$ cat config.mk
export PLATFORM = sky130hd
export DESIGN_NAME = fwra_front
export DESIGN_NICKNAME = d
export VERILOG_FILES = /design/src/hdl/fwra_pkg.sv /design/src/hdl/fwra_front.sv
export SDC_FILE = /design/constraint.sdc
export NUM_CORES = 1
export LEC_CHECK = 0
export BUFFER_PORTS_ARGS = -buffer_cell sky130_fd_sc_hd__buf_2
export CAP_MARGIN = 20
export CORE_UTILIZATION = 37
export CTS_BUF_LIST = sky130_fd_sc_hd__clkbuf_8
export DETAILED_ROUTE_END_ITERATION = 6
export GPL_ROUTABILITY_DRIVEN = 0
export PLACE_DENSITY_LB_ADDON = 0.3
export SETUP_SLACK_MARGIN = 0.02
export SLEW_MARGIN = 20
export SYNTH_ARGS = -nofsm -noshare
export SYNTH_HDL_FRONTEND = slang
export SYNTH_SLANG_ARGS = --single-unit
$ cat constraint.sdc
create_clock -name aclk -period 3.1 [get_ports aclk]
set_clock_uncertainty 0.2 [all_clocks]
set_input_delay 0.62 -clock aclk [delete_from_list [all_inputs] [get_ports aclk]]
set_output_delay 0.62 -clock aclk [all_outputs]
set_load 0.005 [all_outputs]
$ cat src/hdl/fwra_pkg.sv
package fwra_pkg;

    // fixed field widths
    localparam int IDX_W = 13;
    localparam int VAL_W = 32;
    localparam int SUM_W = 64;

    // walk index width: an upward walk may step to twice the size in use
    localparam int NODE_W = IDX_W + 1;

    localparam logic [IDX_W-1:0] SIZE_RESET = 13'd4096;

    // command queue between front and back
    localparam int QUEUE_DEPTH = 2;
    localparam int QUEUE_PTR_W = $clog2(QUEUE_DEPTH);
    localparam int QUEUE_CNT_W = $clog2(QUEUE_DEPTH + 1);

    typedef enum logic {
        OP_ADD   = 1'b0,
        OP_QUERY = 1'b1
    } op_t;

    // classified command handed to the back end
    typedef struct packed {
        op_t                     op;
        logic [NODE_W-1:0]       node_first;   // left index, or clamped query index
        logic [NODE_W-1:0]       node_second;  // right index + 1 for an add
        logic [NODE_W-1:0]       limit;        // effective size
        logic signed [VAL_W-1:0] value;
    } cmd_t;

    typedef enum logic [2:0] {
        ST_CLEAR,
        ST_IDLE,
        ST_UP_LEFT,
        ST_UP_RIGHT,
        ST_DOWN,
        ST_DRAIN
    } back_state_t;

endpackage

$ cat src/hdl/fwra_front.sv
module fwra_front
    import fwra_pkg::*;
#(
    parameter int MAX_ENTRIES = 4096
) (
    input  logic                    aclk,
    input  logic                    aresetn,
    input  logic                    cfg_wr_en,
    input  logic [IDX_W-1:0]        cfg_wr_data,
    input  logic                    s_valid,
    output logic                    s_ready,
    input  logic                    s_operation,
    input  logic [IDX_W-1:0]        s_left_index,
    input  logic [IDX_W-1:0]        s_right_index,
    input  logic signed [VAL_W-1:0] s_add_value,
    input  logic                    clear_done,
    output logic                    cmd_valid,
    output cmd_t                    cmd,
    input  logic                    cmd_ready
);

    logic [IDX_W-1:0]  size_reg;
    logic [IDX_W-1:0]  size_next;
    logic [NODE_W-1:0] limit;
    logic [NODE_W-1:0] left_node;
    logic [NODE_W-1:0] query_node;
    logic              is_add;
    logic              drop;

    // size register
    always_comb begin
        size_next = size_reg;
        if (cfg_wr_en) begin
            size_next = cfg_wr_data;
        end
    end

    always_ff @(posedge aclk) begin
        if (!aresetn) begin
            size_reg <= SIZE_RESET;
        end else begin
            size_reg <= size_next;
        end
    end

    // effective size, capped at the store depth
    always_comb begin
        if (32'(size_reg) > 32'(MAX_ENTRIES)) begin
            limit = NODE_W'(MAX_ENTRIES);
        end else begin
            limit = NODE_W'(size_reg);
        end
    end

    // classify the incoming word
    assign is_add     = (s_operation == OP_ADD);
    assign left_node  = NODE_W'(s_left_index);
    assign drop       = is_add && ((s_left_index == '0) || (s_left_index > s_right_index));
    assign query_node = (left_node > limit) ? limit : left_node;

    always_comb begin
        cmd.op          = is_add ? OP_ADD : OP_QUERY;
        cmd.node_first  = is_add ? left_node : query_node;
        cmd.node_second = NODE_W'(s_right_index) + NODE_W'(1);
        cmd.limit       = limit;
        cmd.value       = s_add_value;
    end

    // dropped adds are taken without reaching the queue
    assign s_ready   = clear_done && cmd_ready;
    assign cmd_valid = s_valid && clear_done && !drop;

endmodule

==> impl_metrics.tcl <==
set metrics [dict create \
    min_path_type "flip-flop to flip-flop" \
    violations "negative setup slack" \
    first_pass_iters 4 \
    crit_path_end_kind "output pin" \
    core_sq_mm 0.004817 \
    r2r_cells 5 \
    max-vdd-ir-drop_uv 283.1 \
    r2r_start "size_reg[12]" \
    io_buffers 88 \
    overflow 0 \
    drc 0 \
    synthToLayoutAreaGrowth_pct 41.98 \
    hold_slack_ps 331.1 \
    antenna_left 0 \
    cp.required_ps 2280 \
    drv_cap 0 \
    placement_rows 25 \
    clockBufferDepth 2 \
    dp_hpwl_um 4299 \
    r2r_slack_ps 1900 \
    worstHoldStart "size_reg[0]" \
    multi_input_area_sq_mm 0.001478 \
    ys_seq_elements 13 \
    outcome "finished with violations" \
    cpLargestDelayFamily "compound AO/OA/AOI/OAI gates" \
    cts.clk_slew.worst_paths_ps 50 \
    die_x_um 73.58 \
    path_max_fanout 5 \
    p_leak_nw 1.478 \
    pre_cts_ws_ps -211.3 \
    holdPathStages 2 \
    r2r-end "size_reg[12]" \
    die_h_um 73.58 \
    rsz0062_at_grt "yes" \
    hold_end "size_reg[0]" \
    cpMostUsedCell "buf_6" \
    period_needed_ps 3174 \
    route.vias.total 1825 \
    setup-violations-final 12 \
    syn_area_per_cell_sq_um 7.965 \
    timing.final.crit_share 1.024 \
    grt_pass1_wl_um 8142 \
    hold_violations 0 \
    regArea_sq_um 261.5 \
    wire_per_inst_um 13.97 \
    ioPinCount 155 \
    syn_inst 238 \
    wirelength_um 5351 \
    fin_ws_ps -74.27 \
    initial_core_util 0.3935 \
    holdBufCountCts 0 \
    cp.arrival_ps 2350 \
    worst_path_max_delay_cell "o311a_1" \
    n_antenna_cell 0 \
    stdcell_count 383 \
    antenna_found_initial 0 \
    clk_latency_ps 240 \
    grt_pass1_vias 1751 \
    final_common_cell "buf_2" \
    synth_area_sq_mm 0.001896 \
    nNetsFinal 422 \
    fp.dieArea_sq_mm 0.005413 \
    layout_common_cells "buf_2, inv_1, buf_4" \
    track_usage 0.1939 \
    clkSinkCount 13 \
    synthTopCellsByArea "ha_1, buf_4, dfxtp_1" \
    h-tree-depth 1 \
    power.density_mw_per_mm2 243.8 \
    synth_top_area_cell "ha_1" \
    synth_top_area_frac 0.1782 \
    synth-seq-area-share 0.1373 \
    yosys_warnings 0 \
    clock.fmax_mhz 315.0 \
    grt_max_degree 15 \
    critPathLaunchType "primary input" \
    routed_via_density 4.765 \
    drv_slew 0 \
    root_buffer "clkbuf_8" \
    cts_made_buffers 3 \
    fillers 460 \
    path_class "primary input to output pin" \
    cp.buffers_inverters 3 \
    fin_tns_setup_ps -782.3 \
    drt_iter0_drc 43 \
    timing.critical_path.cells "buf_2 -> ha_4 -> a21oi_1 -> nor2b_1 -> o311a_1 -> o21ai_4 -> buf_6 -> mux2_4 -> buf_6" \
    drive_gt1_frac 0.5095 \
    cp_slowest_stage_delay_ps 370 \
    synth.distinct_cells 34 \
    place_inst 374 \
    largest_reg_flops 13 \
    cts_tree "yes" \
]
==> synth_stat cells <==
cell,number
and2_1,1
buf_6,1
o31ai_1,1
buf_2,1
a21oi_2,1
o211ai_1,3
o311a_1,1
nor2b_1,14
o21ai_2,1
clkbuf_1,4
a211oi_1,1
nand2_1,22
buf_4,35
inv_1,27
conb_1,1
nor3_2,1
mux2_2,3
xor2_1,1
nand4_1,3
ha_1,27
and4_1,1
xnor2_1,10
nor4_1,4
nor3_1,4
o21a_1,1
nand3_1,12
mux2i_1,12
a21boi_0,1
nand3b_1,1
mux2_4,10
and3_1,1
a21oi_1,11
dfxtp_1,13
nor2_1,8
==> routing by layer <==
layer  GRT usage  up-vias  wire (um)
li1            -      919          -
met1      0.2390      828       2260
met2      0.3537       66       2742
met3     0.01372       12        282
met4     0.06410        0         65
met5           0        -          0
==> worst reg2reg max path: cells and delay by family, from the launching register on <==
kind	cells	cell delay (ps)
buffers and inverters	4	440
AOI/OAI and AO/OA	1	130
DFF	1	340
==> per-stage QoR <==
step	utilization	total power, W	cell area [sq um]
detailed placement	0.4748	0.0004480	2287
CTS	0.5455	0.0006492	2628
global route	0.5587	0.0006982	2691
finish	0.5587	0.0006562	2691
global placement	0.4748	0.0004449	2287
floorplan	-	0.0003659	1899
==> report_power, final <==
group,switching [W],internal (W)
Sequential,0.00000813,0.000178
Combinational,0.000145,0.000182
Clock,0.0000560,0.0000871
Total,0.000209,0.000447
==> repair_timing <==
item                       CTS  global route
buffers inserted             4             1
pin swaps                   10             7
gates resized for setup     47             9
setup endpoints to repair   13            13
==> cell families (layout without fill, tap and decap cells) <==
kind of cell             count (synthesis)  in the layout  share of synthesized area
buffers and inverters                   68            145                     0.2086
multiplexers                            25             25                     0.1604
AND/OR/NAND/NOR                         72             72                     0.1914
AO/OA/AOI/OAI                           21             21                    0.07129
flip-flops                              13             13                     0.1373
XOR/XNOR                                11             11                    0.05082
other                                    1              2                   0.001978
adder cells (fa/ha/maj)                 27             27                     0.1782
==> area by class of cell <==
class | instances | share of cell area
multi-input combinational | 158 | 0.5490
sequential | 13 | 0.09716
timing repair buffer | 114 | 0.2673
clock inverter | 1 | 0.001395
inverter | 27 | 0.03859
clock buffer | 3 | 0.01534
tap | 67 | 0.03115
==> how the worst max path moves through the flow <==
stage                     from  cells past startpoint      end  slack, ps
5_1_grt           size_reg[12]                     11  cmd[64]       -160
4_1_cts           size_reg[12]                     11  cmd[71]        -90
6_report       s_left_index[4]                      9  cmd[61]        -70
3_3_place_gp   s_left_index[2]                      9  cmd[61]       -170
3_5_place_dp   s_left_index[2]                      9  cmd[61]       -210
2_1_floorplan     size_reg[12]                     10  cmd[62]         30
(Power assumes the default switching activity.)
