===== config.mk =====
export PLATFORM = sky130hd
export DESIGN_NAME = fwra_queue
export DESIGN_NICKNAME = d
export VERILOG_FILES = /design/src/hdl/fwra_pkg.sv /design/src/hdl/fwra_queue.sv
export SDC_FILE = /design/constraint.sdc
export NUM_CORES = 1
export LEC_CHECK = 0
export CAP_MARGIN = 15
export CORE_AREA = 5 5 100 102
export DETAILED_ROUTE_END_ITERATION = 8
export DIE_AREA = 0 0 105 107
export DONT_BUFFER_PORTS = 1
export PLACE_DENSITY = 0.82
export SYNTH_ARGS = -nofsm -noshare
export SYNTH_HDL_FRONTEND = slang
export SYNTH_SLANG_ARGS = --single-unit

===== constraint.sdc =====
create_clock -name aclk -period 7.64 [get_ports aclk]
set_input_delay 0 -clock aclk [delete_from_list [all_inputs] [get_ports aclk]]
set_output_delay 0 -clock aclk [all_outputs]
set_load 0.02 [all_outputs]

===== src/hdl/fwra_pkg.sv =====
package fwra_pkg;

    // fixed field widths
    localparam int IDX_W = 13;
    localparam int VAL_W = 32;
    localparam int SUM_W = 64;

    // walk index width: an upward walk may step to twice the size in use
    localparam int NODE_W = IDX_W + 1;

    localparam logic [IDX_W-1:0] SIZE_RESET = 13'd4096;

    // command queue between front and back
    localparam int QUEUE_DEPTH = 2;
    localparam int QUEUE_PTR_W = $clog2(QUEUE_DEPTH);
    localparam int QUEUE_CNT_W = $clog2(QUEUE_DEPTH + 1);

    typedef enum logic {
        OP_ADD   = 1'b0,
        OP_QUERY = 1'b1
    } op_t;

    // classified command handed to the back end
    typedef struct packed {
        op_t                     op;
        logic [NODE_W-1:0]       node_first;   // left index, or clamped query index
        logic [NODE_W-1:0]       node_second;  // right index + 1 for an add
        logic [NODE_W-1:0]       limit;        // effective size
        logic signed [VAL_W-1:0] value;
    } cmd_t;

    typedef enum logic [2:0] {
        ST_CLEAR,
        ST_IDLE,
        ST_UP_LEFT,
        ST_UP_RIGHT,
        ST_DOWN,
        ST_DRAIN
    } back_state_t;

endpackage


===== src/hdl/fwra_queue.sv =====
module fwra_queue
    import fwra_pkg::*;
(
    input  logic aclk,
    input  logic aresetn,
    input  logic push_valid,
    input  cmd_t push_cmd,
    output logic push_ready,
    output logic pop_valid,
    output cmd_t pop_cmd,
    input  logic pop_ready
);

    cmd_t                   slot_reg [QUEUE_DEPTH];
    logic [QUEUE_PTR_W-1:0] wr_ptr_reg;
    logic [QUEUE_PTR_W-1:0] wr_ptr_next;
    logic [QUEUE_PTR_W-1:0] rd_ptr_reg;
    logic [QUEUE_PTR_W-1:0] rd_ptr_next;
    logic [QUEUE_CNT_W-1:0] count_reg;
    logic [QUEUE_CNT_W-1:0] count_next;
    logic                   do_push;
    logic                   do_pop;

    assign push_ready = (count_reg != QUEUE_CNT_W'(QUEUE_DEPTH));
    assign pop_valid  = (count_reg != '0);
    assign pop_cmd    = slot_reg[rd_ptr_reg];
    assign do_push    = push_valid && push_ready;
    assign do_pop     = pop_valid && pop_ready;

    // pointer and fill count update
    always_comb begin
        wr_ptr_next = wr_ptr_reg;
        rd_ptr_next = rd_ptr_reg;
        count_next  = count_reg;
        if (do_push) begin
            wr_ptr_next = (32'(wr_ptr_reg) == QUEUE_DEPTH - 1) ? '0
                        : wr_ptr_reg + QUEUE_PTR_W'(1);
        end
        if (do_pop) begin
            rd_ptr_next = (32'(rd_ptr_reg) == QUEUE_DEPTH - 1) ? '0
                        : rd_ptr_reg + QUEUE_PTR_W'(1);
        end
        if (do_push && !do_pop) begin
            count_next = count_reg + QUEUE_CNT_W'(1);
        end else if (do_pop && !do_push) begin
            count_next = count_reg - QUEUE_CNT_W'(1);
        end
    end

    always_ff @(posedge aclk) begin
        if (!aresetn) begin
            wr_ptr_reg <= '0;
            rd_ptr_reg <= '0;
            count_reg  <= '0;
        end else begin
            wr_ptr_reg <= wr_ptr_next;
            rd_ptr_reg <= rd_ptr_next;
            count_reg  <= count_next;
        end
    end

    // storage slots
    always_ff @(posedge aclk) begin
        if (do_push) begin
            slot_reg[wr_ptr_reg] <= push_cmd;
        end
    end

endmodule


==> flow_metrics.py <==
metrics = {
    "floorplan": {
        "dieArea_mm2": 0.0112,
        "io_pins": 156,
        "start_util_pct": 62.8,
        "die_w_um": 105,
        "placementRows": 35,
        "core_area_mm2": 0.00902,
        "die_y_um": 107,
    },
    "detailed_routing": {
        "routed_wl_um": 10800,
        "drt-pass1-iter-count": 4,
        "vias_per_cell": 5.70,
        "wl_met3_um": 815,
        "wl_per_cell_um": 22.7,
        "drt_first_iter_violations": 109,
        "vias": 2702,
        "ant_nets": 0,
        "highest_layer": "met4",
        "wl_met2_um": 5630,
        "drc": 0,
        "wl_met1_um": 4260,
    },
    "placement": {
        "io_buffers": 0,
        "hpwl_um": 5760,
        "place_ws_ns": 5.29,
        "place_inst": 361,
        "gp_congestion": 0.724,
    },
    "layout": {
        "area_growth_pct": 25.8,
        "drive_above_1_share_pct": 30.7,
        "fin_cells": 474,
        "nNetsFinal": 429,
        "largest_reg_flops": 150,
    },
    "setup_path": {
        "reg2regPathDepth": 4,
        "critPathRequiredTime_ns": 7.77,
        "path_cells": "nand2b_4, nand3b_1, inv_2, buf_4",
        "crit_start": "count_reg[0]",
        "max_stage_delay_ns": 0.59,
        "crit_type": "register to register",
        "critPathMaxFanout": 42,
        "cp.arrival_ns": 2.48,
        "worst_setup_path_start_kind": "register",
        "worst_setup_path_end_kind": "register",
        "reg2reg_from": "count_reg[0]",
        "critPathSlowestCell": "buf_4",
    },
    "grt": {
        "antenna_found_initial": 1,
        "grt_pass1_wl_um": 16700,
        "grt_start_max_net_pins": 76,
        "grt_pass1_vias": 2952,
        "track_usage_pct": 19.8,
        "grt_overflow_total": 0,
    },
    "timing": {
        "slew_violations": 0,
        "tns_ns": 0,
        "post-route-min-period_ns": 2.35,
        "worst_slack_ns": 5.29,
        "timing.hold.ws_ns": 0.141,
        "rsz0062_at_grt": "no",
        "maxSlewHeadroom_pct": 30.1,
        "max_freq_mhz": 426,
        "tightest_slew_ns": 1.05,
        "finClkSkew_ns": 0.0139,
        "post-route-period-util_pct": 30.7,
        "setup_viol": 0,
        "report.final.hold_viol_count": 0,
    },
    "yosys": {
        "yosys.area_share.simple_pct": 1.15,
        "yosys.area_share.xor_xnor_pct": 0.464,
        "async_flop_share_pct": 0,
        "yosys.area_share.adder_pct": 0.221,
        "synth_top_area_share_pct": 79.5,
        "yosysMostFrequentCell": "edfxtp_1",
        "yosysUniqueCellTypes": 21,
        "netlist_instances": 257,
        "seq_area_frac_synth_pct": 81.3,
        "synth_flop_cell": "edfxtp_1",
        "synth_compound_area_share_pct": 0.618,
        "synth_area_leaders": "edfxtp_1 (80%), mux2_2 (15%), dfxtp_1 (1.8%)",
        "synth.avg_cell_area_um2": 22.0,
        "synth.net_count": 337,
        "synth_edf_count": 150,
        "synth_seq_cells": 155,
        "synthTopCellsByCount": "edfxtp_1 (150), mux2_2 (75), buf_6 (5), dfxtp_1 (5), and2_1 (4)",
        "synth_top_area_cell": "edfxtp_1",
        "ys_warn_count": 0,
        "mappedNetlistArea_mm2": 0.00567,
        "synth_top_family_by_area": "multiplexers",
        "synth.area.mux_share_pct": 14.9,
    },
    "pwr": {
        "total_power_mw": 2.47,
        "ir_worst_vdd_uv": 268,
        "powerDensity_mw_per_mm2": 347,
        "power.leakage_nw": 2.39,
    },
    "cts": {
        "clk_pin_slew_ns": 0.06,
        "cts_tree": "done",
        "clk_path_buf_depth": 2,
        "post_cts_buffers": 0,
        "cts_sinks": 155,
        "cts_made_buffers": 17,
        "cts_root_buffer": "clkbuf_8",
        "postCtsResizedCells": 0,
        "h-tree-depth": 4,
        "clk_latency_ns": 0.51,
    },
    "min_path": {
        "worstHoldStart": "push_cmd[69]",
        "min_delay_path_depth": 1,
        "hold_class": "primary input to register",
    },
    "run_status": {
        "outcome": "completed",
    },
    "job": {
        "max-cap-violations": 0,
    },
}
[metrics by stage]
step | util, % | cell area (um^2)
after floorplan | - | 5670
after global placement | 63.7 | 5750
after detailed placement | 63.7 | 5750
after CTS | 79.0 | 7130
after global routing | 79.0 | 7130
final | 79.0 | 7130
[worst paths after layout]
kind	to	slack, ns
setup / recovery	slot_reg[0][21]	5.29
hold / removal	slot_reg[1][69]	0.14
setup reg to reg	slot_reg[0][21]	5.29
hold reg to reg	count_reg[1]	0.59
[logic make-up (layout without fill, tap and decap cells)]
kind of cell             Yosys count  after routing
flip-flops                       155            155
multiplexers                      75             75
buffers and inverters              9            114
adder cells (fa/ha/maj)            1              1
AND/OR/NAND/NOR                    9              9
other                              0              1
AO/OA/AOI/OAI                      5              5
XOR/XNOR                           3              3
[repair_timing]
item	4_1_cts	5_1_grt
hold buffers	80	0
endpoints found under the hold margin	155	0
endpoints found under the setup margin	0	0
[report_power, final]
part,leakage (nW),internal (mW),total (mW),switching [mW]
combinational,0.675,0.199,0.517,0.318
clock,0.277,0.471,0.807,0.335
sequential,1.44,1.06,1.15,0.0834
[cell usage in the layout, fill, tap and decap left out, drive strengths merged]
cell type and count:
a21bo 1, a21boi 2, and2 4, and3 1
buf 1, bufinv 2, clkbuf 17, clkinv 6
clkinvlp 2, dfxtp 5, diode 1, dlygate4sd3 80
edfxtp 150, ha 1, inv 6, mux2 75
nand2b 1, nand3b 1, o21ai 2, or2 1
or3 1, xnor2 2, xor2 1
[worst max-delay path: cells and delay by family, from the launching register on]
kind / cells / cell delay [ns]
and+or+nand+nor: 2 / 0.36
DFF: 1 / 0.43
buffers and inverters: 2 / 1.15
[layout make-up]
class	instances	area [um^2]
fill	460	1890
clock inverter	15	164
sequential	155	4610
antenna	1	2.50
clock buffer	17	414
tap	111	139
inverter	1	3.75
timing repair buffer	81	808
multi-input combinational	93	988
[per-layer routing]
layer	track usage, %	vias up
met5	0	-
met4	5.75	0
met3	7.77	7
met2	33.4	136
met1	23.8	1352
li1	-	1207
Power figures use the tool's default switching activity.
